==> config.mk <==
export PLATFORM = sky130hd
export DESIGN_NAME = srr_out_queue
export DESIGN_NICKNAME = d
export VERILOG_FILES = /design/src/hdl/srr_pkg.sv /design/src/hdl/srr_out_queue.sv
export VERILOG_INCLUDE_DIRS = /design/src /design/src/hdl
export SDC_FILE = /design/constraint.sdc
export NUM_CORES = 1
export LEC_CHECK = 0
export BUFFER_PORTS_ARGS = -buffer_cell sky130_fd_sc_hd__clkbuf_2
export CORE_MARGIN = 10
export CORE_UTILIZATION = 30
export CTS_BUF_LIST = sky130_fd_sc_hd__clkbuf_2 sky130_fd_sc_hd__clkbuf_4 sky130_fd_sc_hd__clkbuf_8
export CTS_CLUSTER_DIAMETER = 150
export DETAILED_ROUTE_END_ITERATION = 6
export PLACE_DENSITY = 0.47
export SLEW_MARGIN = 20
export SYNTH_ARGS = -nofsm -noshare
export SYNTH_HDL_FRONTEND = slang
export SYNTH_SLANG_ARGS = --single-unit
==> constraint.sdc <==
create_clock -name i_clk -period 10.1 [get_ports i_clk]
set_input_delay 1.515 -clock i_clk [delete_from_list [all_inputs] [get_ports i_clk]]
set_output_delay 1.515 -clock i_clk [all_outputs]
set_load 0.1 [all_outputs]
==> src/hdl/segment_reassembly_receiver_unit_macros.svh <==
// ----------------------------------------------------------------------------
// Assertion macros for the segment reassembly receiver
// Clocked property checks, compiled out when ASSERT_OFF is set.
// ----------------------------------------------------------------------------
`ifndef SEGMENT_REASSEMBLY_RECEIVER_UNIT_MACROS_SVH
`define SEGMENT_REASSEMBLY_RECEIVER_UNIT_MACROS_SVH

`ifndef ASSERT_OFF
// prop must hold at every clock edge outside reset
`define SRR_ASSERT(lbl, prop, msg) \
    lbl: assert property (@(posedge i_clk) disable iff (!i_rst_n) (prop)) else $error(msg);
// expr must never be true outside reset
`define SRR_NEVER(lbl, expr, msg) \
    lbl: assert property (@(posedge i_clk) disable iff (!i_rst_n) !(expr)) else $error(msg);
`else
`define SRR_ASSERT(lbl, prop, msg)
`define SRR_NEVER(lbl, expr, msg)
`endif

`endif

==> src/hdl/srr_pkg.sv <==
// ----------------------------------------------------------------------------
// srr_pkg
// Types and constants shared by the segment reassembly receiver.
// ----------------------------------------------------------------------------
package srr_pkg;

    localparam int MAX_SEGMENTS_DEF = 16;
    localparam int BUFFER_BYTES_DEF = 2048;
    localparam int HDR_LEN          = 6;
    localparam int SENSE_LEN        = 2;
    localparam logic [7:0] SEG_BYTES_RST = 8'd128;

    // output queue
    localparam int Q_DEPTH = 4;
    localparam int Q_AW    = 2;
    localparam int Q_LW    = 3;

    typedef enum logic [2:0] {
        KIND_READ  = 3'd0,
        KIND_ACK   = 3'd1,
        KIND_DONE  = 3'd2,
        KIND_SENSE = 3'd3,
        KIND_CTRL  = 3'd4,
        KIND_DROP  = 3'd5
    } t_kind;

    typedef struct packed {
        logic        mode;
        logic [7:0]  data_byte;
        logic        frame_end;
        logic [10:0] read_addr;
    } t_in_item;

    typedef struct packed {
        t_kind       kind;
        logic [7:0]  seg_index;
        logic [7:0]  seg_total;
        logic [31:0] block_base;
        logic [11:0] total_length;
        logic [7:0]  read_data;
        logic        last;
    } t_out_item;

    // results of one frame byte: count and up to two items
    typedef struct packed {
        logic [1:0] n;
        t_out_item  r0;
        t_out_item  r1;
    } t_res_bundle;

endpackage

==> src/hdl/srr_out_queue.sv <==
// ----------------------------------------------------------------------------
// srr_out_queue
// Small result queue, up to two items in per cycle, one out unless i_stall is high.
// ----------------------------------------------------------------------------
`include "segment_reassembly_receiver_unit_macros.svh"

module srr_out_queue import srr_pkg::*; (
    input  logic            i_clk,
    input  logic            i_rst_n,
    input  logic [1:0]      i_push_n,
    input  t_out_item       i_item0,
    input  t_out_item       i_item1,
    output logic            o_valid,
    input  logic            i_stall,
    output t_out_item       o_item,
    output logic [Q_LW-1:0] o_level
);

    t_out_item       r_slot [Q_DEPTH];
    logic [Q_AW-1:0] r_wp;
    logic [Q_AW-1:0] r_rp;
    logic [Q_LW-1:0] r_cnt;
    logic            pop;
    logic [Q_AW-1:0] wp1;

    assign o_valid = (r_cnt != '0);
    assign o_item  = r_slot[r_rp];
    assign o_level = r_cnt;
    assign pop     = o_valid && !i_stall;
    assign wp1     = r_wp + Q_AW'(1);

    always_ff @(posedge i_clk) begin
        if (i_push_n != 2'd0) begin
            r_slot[r_wp] <= i_item0;
        end
        if (i_push_n == 2'd2) begin
            r_slot[wp1] <= i_item1;
        end
    end

    always_ff @(posedge i_clk) begin
        if (!i_rst_n) begin
            r_wp  <= '0;
            r_rp  <= '0;
            r_cnt <= '0;
        end else begin
            r_wp  <= r_wp + Q_AW'(i_push_n);
            r_rp  <= r_rp + Q_AW'(pop);
            r_cnt <= r_cnt + Q_LW'(i_push_n) - Q_LW'(pop);
        end
    end

    `SRR_NEVER(a_q_overflow, (int'(r_cnt) + int'(i_push_n)) > Q_DEPTH, "result queue overflow")

endmodule
-- Word level (Yosys, flattened, before mapping)
Memory sizes are Yosys's and may differ from the RTL's. A register that Yosys moved wholly into a read port is not among the register bits.
Index checks and enable logic that the tools add are counted.
- register bits after elaboration: 7
- RAM bits: 288
- input port bits: 149
- output and inout port bits: 76
- word-level logic and storage cells: 19
- memories kept: 1
- memory list (name ; depth ; bits a word ; read ports ; clocked after Yosys merged registers in ; write ports ; line ; text):
    r_slot ; 4 ; 72 ; 1 ; 1 ; 2 ; srr_out_queue.sv:19 ; t_out_item r_slot [Q_DEPTH];
- $add $sub $neg: 5
- eq/ne operators: 1
- mux-type cells: 5
- reduce and logical (&&, ||, !) cells: 4
- operators with widths (kind ; number):
    2-to-1 mux 1 bit ; 4
    adder 3 x 2 -> 3 bit ; 1
    nonzero test 3 bit ; 1
    subtractor 3 x 1 -> 3 bit ; 1
    adder 2 x 1 -> 2 bit ; 1
    adder 2 x 1 -> 2 bit, second input constant ; 1
    adder 2 bit ; 1
    == test 2 bit, second input constant ; 1
    2-to-1 mux 2 bit ; 1
    nonzero test 2 bit ; 1
    logical AND 1 bit ; 1
    zero test 1 bit ; 1

-- Longest topological paths before layout
- word-level depth: 4
- mapped depth: 9
- gate-level depth less buffers: 9

-- Worst setup path before layout
No wires, ideal clock.
- kind: input port to flip-flop
- start: input port i_push_n[0]
- end: memory r_slot[0][0] (netlist name), enable pin
- setup time: 0.608 ns
- arrival: 6.865 ns
- data required time: 9.492 ns
- slack: 2.627 ns
- stages: 2
- path buffers: 0
- cells stage by stage: nor2_1 -> o31ai_1
- RTL lines (what ; line ; text):
    from (decl) ; srr_out_queue.sv:10 ; input logic [1:0] i_push_n,
    to (decl) ; srr_out_queue.sv:19 ;

==> flow_metrics.tcl <==
set metrics [dict create \
    viasPerCell 4.85 \
    cts_buffers 55 \
    cts_root_buf "clkbuf_8" \
    cp.arrival_ps 3420 \
    ys_types 28 \
    hold_viol_final 0 \
    crit_start "r_rp[0]$_SDFF_PN0_" \
    slowest_delay_ps 880 \
    drc 0 \
    drt_iter0_markers 444 \
    area_growth_pct 19.7 \
    post-route-period-util_pct 48.9 \
    numClockSinks 295 \
    synthFlopType "edfxtp_1" \
    rows 79 \
    slowest_stage "dfxtp_4" \
    power_w 0.00404 \
    ys_ff_latch 295 \
    dieHeight_um 238 \
    tightest_slew_ps 1040 \
    synthesis.yosys.warnings 0 \
    io_pins 225 \
    min-delay-start "o_level[2]$_SDFF_PN0_" \
    dieArea_um2 56500 \
    path_cells "buf_4, mux4_2, clkbuf_2" \
    min_period_ps 4940 \
    tns_ps 0 \
    crit_path_max_fanout 39 \
    antenna_left 0 \
    cts_resized 0 \
    grt_overflow 0 \
    clk_pin_slew_ps 60 \
    syn_area_um2 14200 \
    r2r-start "r_wp[1]$_SDFF_PN0_" \
    cts_tree "yes" \
    gp_congestion 0.742 \
    yosys.area.top_type "edfxtp_1" \
    clock_latency_ps 630 \
    finalSetupViolCount 0 \
    end_kind "primary output" \
    startpoint_type "flip-flop" \
    synth_top_area_share_pct 60.8 \
    status "completed" \
    final-max-slew-violation-count 0 \
    drt-wirelength-per-cell_um 24.5 \
    drv_cap 0 \
    die_width_um 238 \
    postSynthCellCount 742 \
    grt_max_degree 58 \
    grt_usage_pct 14.2 \
    synth_fp_nets 895 \
    worst_ep_required_time_ps 8590 \
    cts.htree.levels 2 \
    cts_setup_buffers 0 \
    layout.nets 1140 \
    drt-total-wl_um 40100 \
    postCtsHoldBufs 0 \
    synth_area_leaders "edfxtp_1 (61%), mux2_2 (22%), mux4_2 (11%)" \
    vdd_drop_max_mv 0.153 \
    clock_path_buffers 3 \
    num_vias 7932 \
    p_leak_nw 5.89 \
    initial_core_util_pct 30.5 \
    synth_edf_count 288 \
    first_pass_iters 4 \
    critical_path_class "flip-flop to primary output" \
    dp_hpwl_um 23800 \
    synthArstFlopShare_pct 0 \
    power_density_nw_per_um2 237 \
    synth_area_per_cell_um2 19.2 \
    hold_path.class "flip-flop to flip-flop" \
    yosysSeqAreaShare_pct 61.8 \
    rsz0062_at_grt "no" \
    maxSlewHeadroom_pct 30.4 \
    core_um2 46700 \
    drive_above_1_share_pct 66.4 \
    grt_pass1_wl_um 59800 \
    post-route-util_pct 36.5 \
    portBuffers 224 \
    antenna_found_initial 8 \
    fmax_mhz 203 \
    grt_pass1_vias 9004 \
    fin_worst_skew_ps 25.6 \
]
==> where the power goes <==
group	internal [W]	total, W	switching, W
sequential	0.00150	0.00156	0.0000636
combinational	0.000325	0.00136	0.00103
clock	0.000608	0.00112	0.000511
==> kinds of logic after synthesis <==
family | synth area share (%)
and+or+nand+nor | 0.898
AOI/OAI and AO/OA | 0.370
xor gates and xnor gates | 0.247
adders and majority gates | 0.405
muxes | 34.2
DFF | 61.8
buffers and inverters | 2.02
==> cell type report <==
cell class	count	area, µm²
fillers	4479	29600
flip-flops and latches	295	8800
multi-input cells	395	5190
repair buffers	236	1210
clock buffers	75	920
well taps	607	759
clock inverters	20	110
inverters	4	15.0
diodes	5	12.5
==> sequential cells by signal (all words and copies together) (netlist names) <==
register / flops
r_rp: 2
r_wp: 2
r_slot: 288
o_level: 3
==> path summary, 6_finish.rpt <==
| kind | end | slack (ps) | cells past startpoint |
|---|---|---|---|
| min | o_level[2]$_SDFF_PN0_ | 610 | 2 |
| max reg2reg | r_slot[2][34]$_DFFE_PP_ | 7110 | 3 |
| min reg2reg | o_level[2]$_SDFF_PN0_ | 610 | 2 |
| max | o_item[71] | 5160 | 3 |
==> placed cells by master (no fill, tap or decap), drive strengths merged, types with 3 or more instances in the layout <==
cell type  Yosys  routed
clkbuf         5     299
xnor2          3       3
clkinv         0      18
buf           43      12
dfxtp          7       7
nor2b          3       3
diode          0       5
ha             3       3
mux2         288     288
nor2           3       3
mux4          72      72
and2           4       4
edfxtp       288     288
inv            4       4
==> routing by layer <==
metal  routed length [µm]  GRT usage [%]  vias to the layer above
met4                 1190           5.59                       10
met2                19100           23.0                      226
met3                 2500           3.78                       89
met1                17200           17.8                     4044
li1                     -              -                     3563
met5                   60              0                        -
==> metrics by stage <==
| step | instance area (µm²) | setup slack, ps | std cells | hold slack (ps) |
|---|---|---|---|---|
| 2_1_floorplan | 14200 | 2630 | 742 | 499 |
| 3_3_place_gp | 16000 | 5660 | 1537 | 590 |
| 3_5_place_dp | 16000 | 5640 | 1537 | 602 |
| 4_1_cts | 17000 | 4950 | 1632 | 615 |
| 5_1_grt | 17000 | 4840 | 1635 | 632 |
| 6_report | 17000 | 5160 | 1637 | 610 |
==> worst max-delay path: cells and delay by family (launching register included) <==
| kind | cells | cell delay [ps] |
|---|---|---|
| buf+inv | 2 | 1220 |
| mux | 1 | 630 |
| flops | 1 | 880 |
==> synth_stat cells (2+ instances only) <==
cell type,n
nor2b_1,3
o21ai_0,2
ha_1,3
buf_2,32
mux2_1,6
and3b_1,2
inv_1,4
a21boi_0,2
nor2_1,3
buf_1,4
or3_1,2
nor3_1,2
and2_1,4
buf_6,7
a21o_1,2
edfxtp_1,288
mux2_2,282
clkbuf_1,5
dfxtp_1,7
mux4_2,72
xnor2_1,3
Power figures use the tool's default switching activity.
