File: config.mk
export PLATFORM = sky130hd
export DESIGN_NAME = srr_frame_ctl
export DESIGN_NICKNAME = d
export VERILOG_FILES = /design/src/hdl/srr_pkg.sv /design/src/hdl/srr_frame_ctl.sv
export VERILOG_INCLUDE_DIRS = /design/src /design/src/hdl
export SDC_FILE = /design/constraint.sdc
export NUM_CORES = 1
export LEC_CHECK = 0
export BUFFER_PORTS_ARGS = -buffer_cell sky130_fd_sc_hd__buf_2
export CAP_MARGIN = 0
export CORE_ASPECT_RATIO = 2
export CORE_MARGIN = 10
export CORE_UTILIZATION = 59
export DETAILED_ROUTE_END_ITERATION = 6
export PLACE_DENSITY = 0.82
export SYNTH_ARGS = -nofsm -noshare
export SYNTH_HDL_FRONTEND = slang
export SYNTH_SLANG_ARGS = --single-unit
File: constraint.sdc
create_clock -name i_clk -period 12.1 [get_ports i_clk]
set_input_delay 1.21 -clock i_clk [delete_from_list [all_inputs] [get_ports i_clk]]
set_output_delay 1.21 -clock i_clk [all_outputs]
set_load 0.01 [all_outputs]
File: src/hdl/segment_reassembly_receiver_unit_macros.svh
// ----------------------------------------------------------------------------
// Assertion macros for the segment reassembly receiver
// Clocked property checks, compiled out when ASSERT_OFF is set.
// ----------------------------------------------------------------------------
`ifndef SEGMENT_REASSEMBLY_RECEIVER_UNIT_MACROS_SVH
`define SEGMENT_REASSEMBLY_RECEIVER_UNIT_MACROS_SVH

`ifndef ASSERT_OFF
// prop must hold at every clock edge outside reset
`define SRR_ASSERT(lbl, prop, msg) \
    lbl: assert property (@(posedge i_clk) disable iff (!i_rst_n) (prop)) else $error(msg);
// expr must never be true outside reset
`define SRR_NEVER(lbl, expr, msg) \
    lbl: assert property (@(posedge i_clk) disable iff (!i_rst_n) !(expr)) else $error(msg);
`else
`define SRR_ASSERT(lbl, prop, msg)
`define SRR_NEVER(lbl, expr, msg)
`endif

`endif

File: src/hdl/srr_pkg.sv
// ----------------------------------------------------------------------------
// srr_pkg
// Types and constants shared by the segment reassembly receiver.
// ----------------------------------------------------------------------------
package srr_pkg;

    localparam int MAX_SEGMENTS_DEF = 16;
    localparam int BUFFER_BYTES_DEF = 2048;
    localparam int HDR_LEN          = 6;
    localparam int SENSE_LEN        = 2;
    localparam logic [7:0] SEG_BYTES_RST = 8'd128;

    // output queue
    localparam int Q_DEPTH = 4;
    localparam int Q_AW    = 2;
    localparam int Q_LW    = 3;

    typedef enum logic [2:0] {
        KIND_READ  = 3'd0,
        KIND_ACK   = 3'd1,
        KIND_DONE  = 3'd2,
        KIND_SENSE = 3'd3,
        KIND_CTRL  = 3'd4,
        KIND_DROP  = 3'd5
    } t_kind;

    typedef struct packed {
        logic        mode;
        logic [7:0]  data_byte;
        logic        frame_end;
        logic [10:0] read_addr;
    } t_in_item;

    typedef struct packed {
        t_kind       kind;
        logic [7:0]  seg_index;
        logic [7:0]  seg_total;
        logic [31:0] block_base;
        logic [11:0] total_length;
        logic [7:0]  read_data;
        logic        last;
    } t_out_item;

    // results of one frame byte: count and up to two items
    typedef struct packed {
        logic [1:0] n;
        t_out_item  r0;
        t_out_item  r1;
    } t_res_bundle;

endpackage

File: src/hdl/srr_frame_ctl.sv
// ----------------------------------------------------------------------------
// srr_frame_ctl
// Header parse, block bookkeeping, store decisions and frame-end results.
// ----------------------------------------------------------------------------
`include "segment_reassembly_receiver_unit_macros.svh"

module srr_frame_ctl import srr_pkg::*; #(
    parameter int MAX_SEGMENTS = MAX_SEGMENTS_DEF,
    parameter int BUFFER_BYTES = BUFFER_BYTES_DEF,
    localparam int AW = $clog2(BUFFER_BYTES),
    localparam int CW = $clog2(MAX_SEGMENTS + 1)
) (
    input  logic          i_clk,
    input  logic          i_rst_n,
    input  logic          i_accept,
    input  t_in_item      i_item,
    input  logic [7:0]    i_seg_bytes,
    output logic          o_we,
    output logic [AW-1:0] o_waddr,
    output logic [7:0]    o_wdata,
    output t_res_bundle   o_res
);

    logic [7:0]              r_pos;
    logic [47:0]             r_hdr;
    logic [31:0]             r_base;
    logic                    r_open;
    logic [7:0]              r_exp;
    logic [MAX_SEGMENTS-1:0] r_map;
    logic [CW-1:0]           r_count;
    logic [11:0]             r_total;
    logic                    r_keep;
    logic [15:0]             r_stored;

    logic                    acc_frame;
    logic [47:0]             n_hdr;
    logic [7:0]              idx;
    logic [7:0]              cnt;
    logic [31:0]             base;
    logic                    at_dec;
    logic                    open_new;
    logic                    open_e;
    logic [7:0]              exp_e;
    logic [MAX_SEGMENTS-1:0] map_e;
    logic [CW-1:0]           count_e;
    logic [11:0]             total_e;
    logic [31:0]             base_e;
    logic                    map_hit;
    logic [MAX_SEGMENTS-1:0] map_sel;
    logic                    keep_e;
    logic [15:0]             stored_e;
    logic [15:0]             seg_base;
    logic [7:0]              off;
    logic [16:0]             waddr_full;
    logic                    we;
    logic [15:0]             n_stored;
    logic [CW-1:0]           n_count;
    logic [16:0]             tsum;
    logic [11:0]             n_total;
    logic                    is_ack;
    logic                    done;

    assign acc_frame = i_accept && !i_item.mode;

    // header shifts in during the first six bytes
    assign n_hdr = (r_pos < 8'(HDR_LEN)) ? {r_hdr[39:0], i_item.data_byte} : r_hdr;
    assign idx   = n_hdr[47:40];
    assign cnt   = n_hdr[39:32];
    assign base  = n_hdr[31:0];

    // first payload byte: decide whether a new block opens
    assign at_dec   = (r_pos == 8'(HDR_LEN));
    assign open_new = at_dec && (idx == 8'd0) && (cnt != 8'd0)
                   && (cnt <= 8'(MAX_SEGMENTS)) && (!r_open || base != r_base);

    assign open_e  = r_open | open_new;
    assign exp_e   = open_new ? cnt : r_exp;
    assign map_e   = open_new ? '0 : r_map;
    assign count_e = open_new ? '0 : r_count;
    assign total_e = open_new ? 12'd0 : r_total;
    assign base_e  = open_new ? base : r_base;

    always_comb begin
        map_hit = 1'b0;
        map_sel = '0;
        for (int i = 0; i < MAX_SEGMENTS; i++) begin
            if (idx == 8'(i)) begin
                map_hit    = map_e[i];
                map_sel[i] = 1'b1;
            end
        end
    end

    assign keep_e = at_dec ? (open_e && idx < exp_e && idx < 8'(MAX_SEGMENTS) && !map_hit)
                           : r_keep;
    assign stored_e = at_dec ? 16'd0 : r_stored;

    // segment start: header index times the current segment size
    assign seg_base   = 16'(idx) * 16'(i_seg_bytes);
    assign off        = r_pos - 8'(HDR_LEN);
    assign waddr_full = 17'(seg_base) + 17'(off);
    assign we = acc_frame && (r_pos >= 8'(HDR_LEN)) && keep_e
             && (off < i_seg_bytes) && (waddr_full < 17'(BUFFER_BYTES));

    assign o_we    = we;
    assign o_waddr = waddr_full[AW-1:0];
    assign o_wdata = i_item.data_byte;

    assign n_stored = stored_e + 16'(we);
    assign n_count  = count_e + CW'(1);
    assign tsum     = 17'(total_e) + 17'(n_stored);
    assign n_total  = (tsum > 17'd4095) ? 12'hFFF : tsum[11:0];

    assign is_ack = (r_pos >= 8'(HDR_LEN)) && keep_e;
    assign done   = is_ack && (8'(n_count) == exp_e);

    always_comb begin
        o_res         = '0;
        o_res.r0.kind = KIND_DROP;
        o_res.r0.last = 1'b1;
        o_res.r1.kind = KIND_DONE;
        o_res.r1.last = 1'b1;
        if (acc_frame && i_item.frame_end) begin
            o_res.n = 2'd1;
            if (r_pos == 8'(SENSE_LEN - 1)) begin
                o_res.r0.kind = KIND_SENSE;
            end else if (r_pos == 8'(HDR_LEN - 1)) begin
                o_res.r0.kind = KIND_CTRL;
            end else if (is_ack) begin
                o_res.r0.kind       = KIND_ACK;
                o_res.r0.seg_index  = idx;
                o_res.r0.seg_total  = cnt;
                o_res.r0.block_base = base;
                if (done) begin
                    o_res.n               = 2'd2;
                    o_res.r0.last         = 1'b0;
                    o_res.r1.seg_total    = exp_e;
                    o_res.r1.block_base   = base_e;
                    o_res.r1.total_length = n_total;
                end
            end
        end
    end

    always_ff @(posedge i_clk) begin
        if (!i_rst_n) begin
            r_pos    <= '0;
            r_hdr    <= '0;
            r_base   <= '0;
            r_open   <= 1'b0;
            r_exp    <= '0;
            r_map    <= '0;
            r_count  <= '0;
            r_total  <= '0;
            r_keep   <= 1'b0;
            r_stored <= '0;
        end else if (acc_frame) begin
            if (open_new) begin
                r_base <= base;
                r_open <= 1'b1;
                r_exp  <= cnt;
            end
            if (i_item.frame_end && is_ack) begin
                r_map   <= map_e | map_sel;
                r_count <= n_count;
                r_total <= n_total;
            end else begin
                r_map   <= map_e;
                r_count <= count_e;
                r_total <= total_e;
            end
            if (i_item.frame_end) begin
                r_pos    <= '0;
                r_hdr    <= '0;
                r_keep   <= 1'b0;
                r_stored <= '0;
            end else begin
                r_pos    <= (r_pos == 8'hFF) ? r_pos : r_pos + 8'd1;
                r_hdr    <= n_hdr;
                r_keep   <= keep_e;
                r_stored <= n_stored;
            end
        end
    end

    `SRR_ASSERT(a_keep_needs_block, r_keep |-> r_open, "frame kept with no block open")
    `SRR_ASSERT(a_map_matches_count, $countones(r_map) == int'(r_count), "map/count mismatch")
    `SRR_ASSERT(a_count_in_range, r_open |-> (8'(r_count) <= r_exp), "received count above expected")

endmodule

# Word-level counts from Yosys, hierarchy flattened
# Cells that the tools add are included.
# Widths: inputs -> output; s select.
# totals
reg_bits	147
in_bits	32
output_inout_bits	166
wordCells	141
# classes
n_addsub	6
multipliers	1
magnitude_cmp	8
n_eq_ne	22
muxes	68
bitwise	2
reduce_logical	24
# ops
op	count
$mux 52	5
$mux 48	4
$mux 53	2
$eq 8x4->1 const B	8
$mux 16	4
$eq 8x3->1 const B	6
$mux 1	39
$mux 12	3
$mux 32	1
$ne 32x32->1	1
$mux 8	3
$add 12x16->17	1
$add 16x8->17	1
$gt 17x12->1 const B	1
$lt 17x12->1 const B	1
$add 16x1->16	1
$eq 8x1->1 const B	2
$eq 8x2->1 const B	2
$logic_and 1x1->1	16
$lt 8x8->1	2
$mul 8x8->16	1
$or 16x16->16	1
$mux 5	2
$add 8x1->8 const B	1
other kinds (17)	23

# Logic depth before layout (Yosys ltp)
# depth
word_depth	39
depth_mapped	46
depth_no_buf	41

# Least setup slack after synthesis
# Ideal clock, no wire load.
# synth_timing
kind	flip-flop to output port
startpoint	register r_pos[7]
endpoint	output o_res[13] in the netlist's numbering
t_arrival_ps	10366
required_time_ps	10890
path_slack_ps	524
stages_incl_launch_ff	45
path_buffers	7
path_cell_list	dfxtp_1 buf_2 or4_1 buf_2 nor2_2 buf_2 clkbuf_1 buf_1 nand2_1 nand2_1 clkbuf_1 nand2_1 fa_1 fa_1 inv_1 ha_1 inv_1 fa_1 (+9 left out) o21ai_0 a211o_1 a2111oi_0 ha_1 ha_1 and3_1 o311ai_0 or3_1 a21oi_1 ha_1 a21o_1 a2bb2oi_1 nand3b_1 o41a_1 nand4b_1 clkbuf_1 o21bai_1 nor2b_1
# synth_rtl
element	line_no	text
from (decl)	srr_frame_ctl.sv:24	logic [7:0] r_pos;
from (signal assigned)	srr_frame_ctl.sv:178	r_pos <= (r_pos == 8'hFF) ? r_pos : r_pos + 8'd1;
to (decl)	srr_frame_ctl.sv:21	output t_res_bundle o_res

==> run_results.csv <==
group,metric,value,unit
status,status,"complete, no violations",
timing,fin_tns_setup,0,ps
timing,rsz0062_at_grt,"no",
cts,hold_buffers,0,
timing,setup_violations,0,
critical_path,critical_path.max_stage_delay,680,ps
synthesis,postSynthCellCount,1719,
route,viasPerCell,6.19,
die,core,21400,sq um
synthesis,synth_cell_types,80,
die,start_util,59.5,%
route,drt_iter0_drc,1008,
placement,place_ws,3.13,ps
critical_path,crit_path_end_kind,"output pin",
critical_path,crit_path_start_kind,"flop",
cts,clk_pin_slew,60,ps
power_and_ir_drop,leakagePower,6.18,nW
synthesis,synth_area_leader_cell,"dfxtp_1",
cts,clock_sinks,147,
timing,fmax,0.0870,GHz
grt,grt_max_degree,66,
synthesis,ys_seq_area_share,23.1,%
hold_path,hp-class,"reg2reg",
grt,grt_overflow,0,
power_and_ir_drop,p_total,1.11,mW
route,post_drt_wl_per_cell,20.5,um
synthesis,yosys_most_used_dff,"dfxtp_1",
route,vias,12900,
route,drt-pass1-iter-count,5,
synthesis,yosysTopAreaCellShare,23.1,%
cts,cts.path.max_buffers,2,
die,design.die.area,28200,sq um
grt,grt_pass1_vias,12800,
synthesis,synth_area_leaders,"dfxtp_1, ha_1, fa_1",
route,drcViolationCount,0,
critical_path,cp_common_cell,"ha_1",
timing,tightest_slew,1250,ps
placement,port_buffers,143,
power_and_ir_drop,vdd_drop_max,114,uV
synthesis,syn_area,12700,sq um
die,ios,198,
route,postRouteAntennaNets,0,
synthesis,async_flop_share,0,%
grt,grt_pass1_wl,66.7,mm
die,die_h,228,um
cells_and_area,nNetsFinal,1943,
critical_path,path_class,"reg2out",
cts,root_buffer,"clkbuf_16",
die,row_count,76,
timing,period_minus_slack,11490,ps
timing,fin_skew,10.1,ps
timing,slew_headroom,16.6,%
synthesis,ys_ff_latch,147,
die,die_w,124,um
synthesis,synth_edf_count,0,
cells_and_area,syn2layout_area_growth,10.4,%
grt,antenna_found_initial,1,
job,drv_cap,0,
timing,drv_slew,0,
critical_path,slowest_stage,"or4_4",
cells_and_area,fin_util,65.7,%
cells_and_area,fillers,1926,
placement,gp_congestion,0.992,
timing,hold_viol,0,
cells_and_area,seq_area,2940,sq um
cells_and_area,diodes,0,
grt,globalRouteTotalUtil,29.5,%
synthesis,syn_area_per_cell,7.41,sq um
cts,clock_latency,440,ps
power_and_ir_drop,powerDensity,79.3,nW/um^2
critical_path,worstPathMaxFanout,12,
timing,period_share,95.0,%
synthesis,yosys_warnings,0,
cts,cts_buffers,17,
cells_and_area,multi_input_area,8780,sq um
route,routed_wl,42.7,mm
cells_and_area,drive_gt1_share,13.7,%
critical_path,critPathRequiredTime,10890,ps
timing,setup_ws,608,ps
placement,detailed_place_hpwl,32.0,mm
cts,tritoncts,"yes",
cts,ctsHtreeMaxLevel,4,
critical_path,crit_arrival,10280,ps
## critical path: cells and delay by family, from the launching register on
kind	cells	cell delay, ps
AOI/OAI and AO/OA	14	3170
and+or+nand+nor	12	2580
DFF	1	410
buffers and inverters	7	870
adders and majority gates	8	2760
## stage by stage
step	instances	area, sq um	hold WS [ps]
after global placement	2042	13400	428
final	2078	14100	460
after detailed placement	2042	13400	446
after floorplan	1760	12900	417
after CTS	2075	14000	459
after global routing	2078	14100	485
## layout make-up
class	instances	share of cell area, %
multi-input cells	1338	62.4
flip-flops and latches	147	20.9
repair buffers	175	6.80
clock buffers	21	3.27
inverters	113	3.03
well taps	273	2.43
clock inverters	11	1.12
## cells in the mapped netlist, types with 10 or more instances
master     count
buf_4         53
a22oi_1       62
nor2_1       234
nand2_1      227
nand2b_1      35
a21oi_1      100
o2111ai_1     11
o21ai_0       57
ha_1          74
dfxtp_1      147
nor4_1        19
mux2i_1       32
fa_1          45
o211ai_1      16
a32o_1        13
a21o_1        12
buf_2         10
and2_1        26
clkbuf_1      91
nor2b_1       59
inv_1        112
xor2_1        21
nor3_1        22
nand3_1       28
xnor2_1       42
and3_1        12
a31oi_1       12
## cell families (layout without fill, tap and decap cells)
| logic type | Yosys count | count (layout) | share of synthesized area (%) |
|---|---|---|---|
| adder cells (fa/ha/maj) | 119 | 119 | 14.3 |
| buffers and inverters | 275 | 320 | 9.94 |
| other | 2 | 43 | 0.0590 |
| XOR/XNOR | 63 | 63 | 4.33 |
| flip-flops | 147 | 147 | 23.1 |
| multiplexers | 35 | 35 | 2.78 |
| AND/OR/NAND/NOR | 715 | 715 | 26.2 |
| AO/OA/AOI/OAI | 363 | 363 | 19.2 |
## flip-flops by register name (all words and copies together) (netlist names)
| name | count |
|---|---|
| r_count | 5 |
| r_pos | 8 |
| r_keep | 1 |
| r_hdr | 48 |
| r_map | 16 |
| r_exp | 8 |
| r_base | 32 |
| r_total | 12 |
| r_stored | 16 |
| r_open | 1 |
## layer usage
metal  part of all wire [%]  global-route usage (%)  vias up  wire [um]
met2                     52                    52.5      647      22300
met5                  0.026                       0        -         11
met3                    6.6                    5.37      201       2810
li1                       -                       -     5910          -
met4                    7.3                    20.1        2       3120
met1                     34                    29.8     6100      14500
## layout by cell type, fill, tap and decap left out, drive strengths merged, types with 26 or more instances in the layout
master | netlist | routed
nor2b | 59 | 59
o21ai | 59 | 59
inv | 112 | 111
ha | 74 | 74
buf | 71 | 175
and2 | 26 | 26
nor2 | 236 | 236
fa | 45 | 45
a21oi | 103 | 103
xnor2 | 42 | 42
dfxtp | 147 | 147
nand2b | 35 | 35
a22oi | 62 | 62
conb | 2 | 43
nand2 | 227 | 227
mux2i | 32 | 32
nand3 | 30 | 30
## power by group
group,switching (mW),internal [mW]
Combinational,0.0458,0.0139
Clock,0.214,0.354
Sequential,0.00260,0.485
## repair_timing
| action | 4_1_cts | 5_1_grt |
|---|---|---|
| pin swaps | 0 | 1 |
| buffers inserted | 1 | 3 |
| gates resized for setup | 2 | 14 |
| endpoints found under the setup margin | 12 | 12 |
## path summary, 6_finish.rpt
check,endpoint,slack [ps],cells past startpoint,from
max,o_res[13],610,41,r_pos[7]
min,r_map[10],460,2,r_map[10]
max reg2reg,r_total[4],2240,40,r_pos[7]
min reg2reg,r_map[10],460,2,r_map[10]
Power figures use the tool's default switching activity.
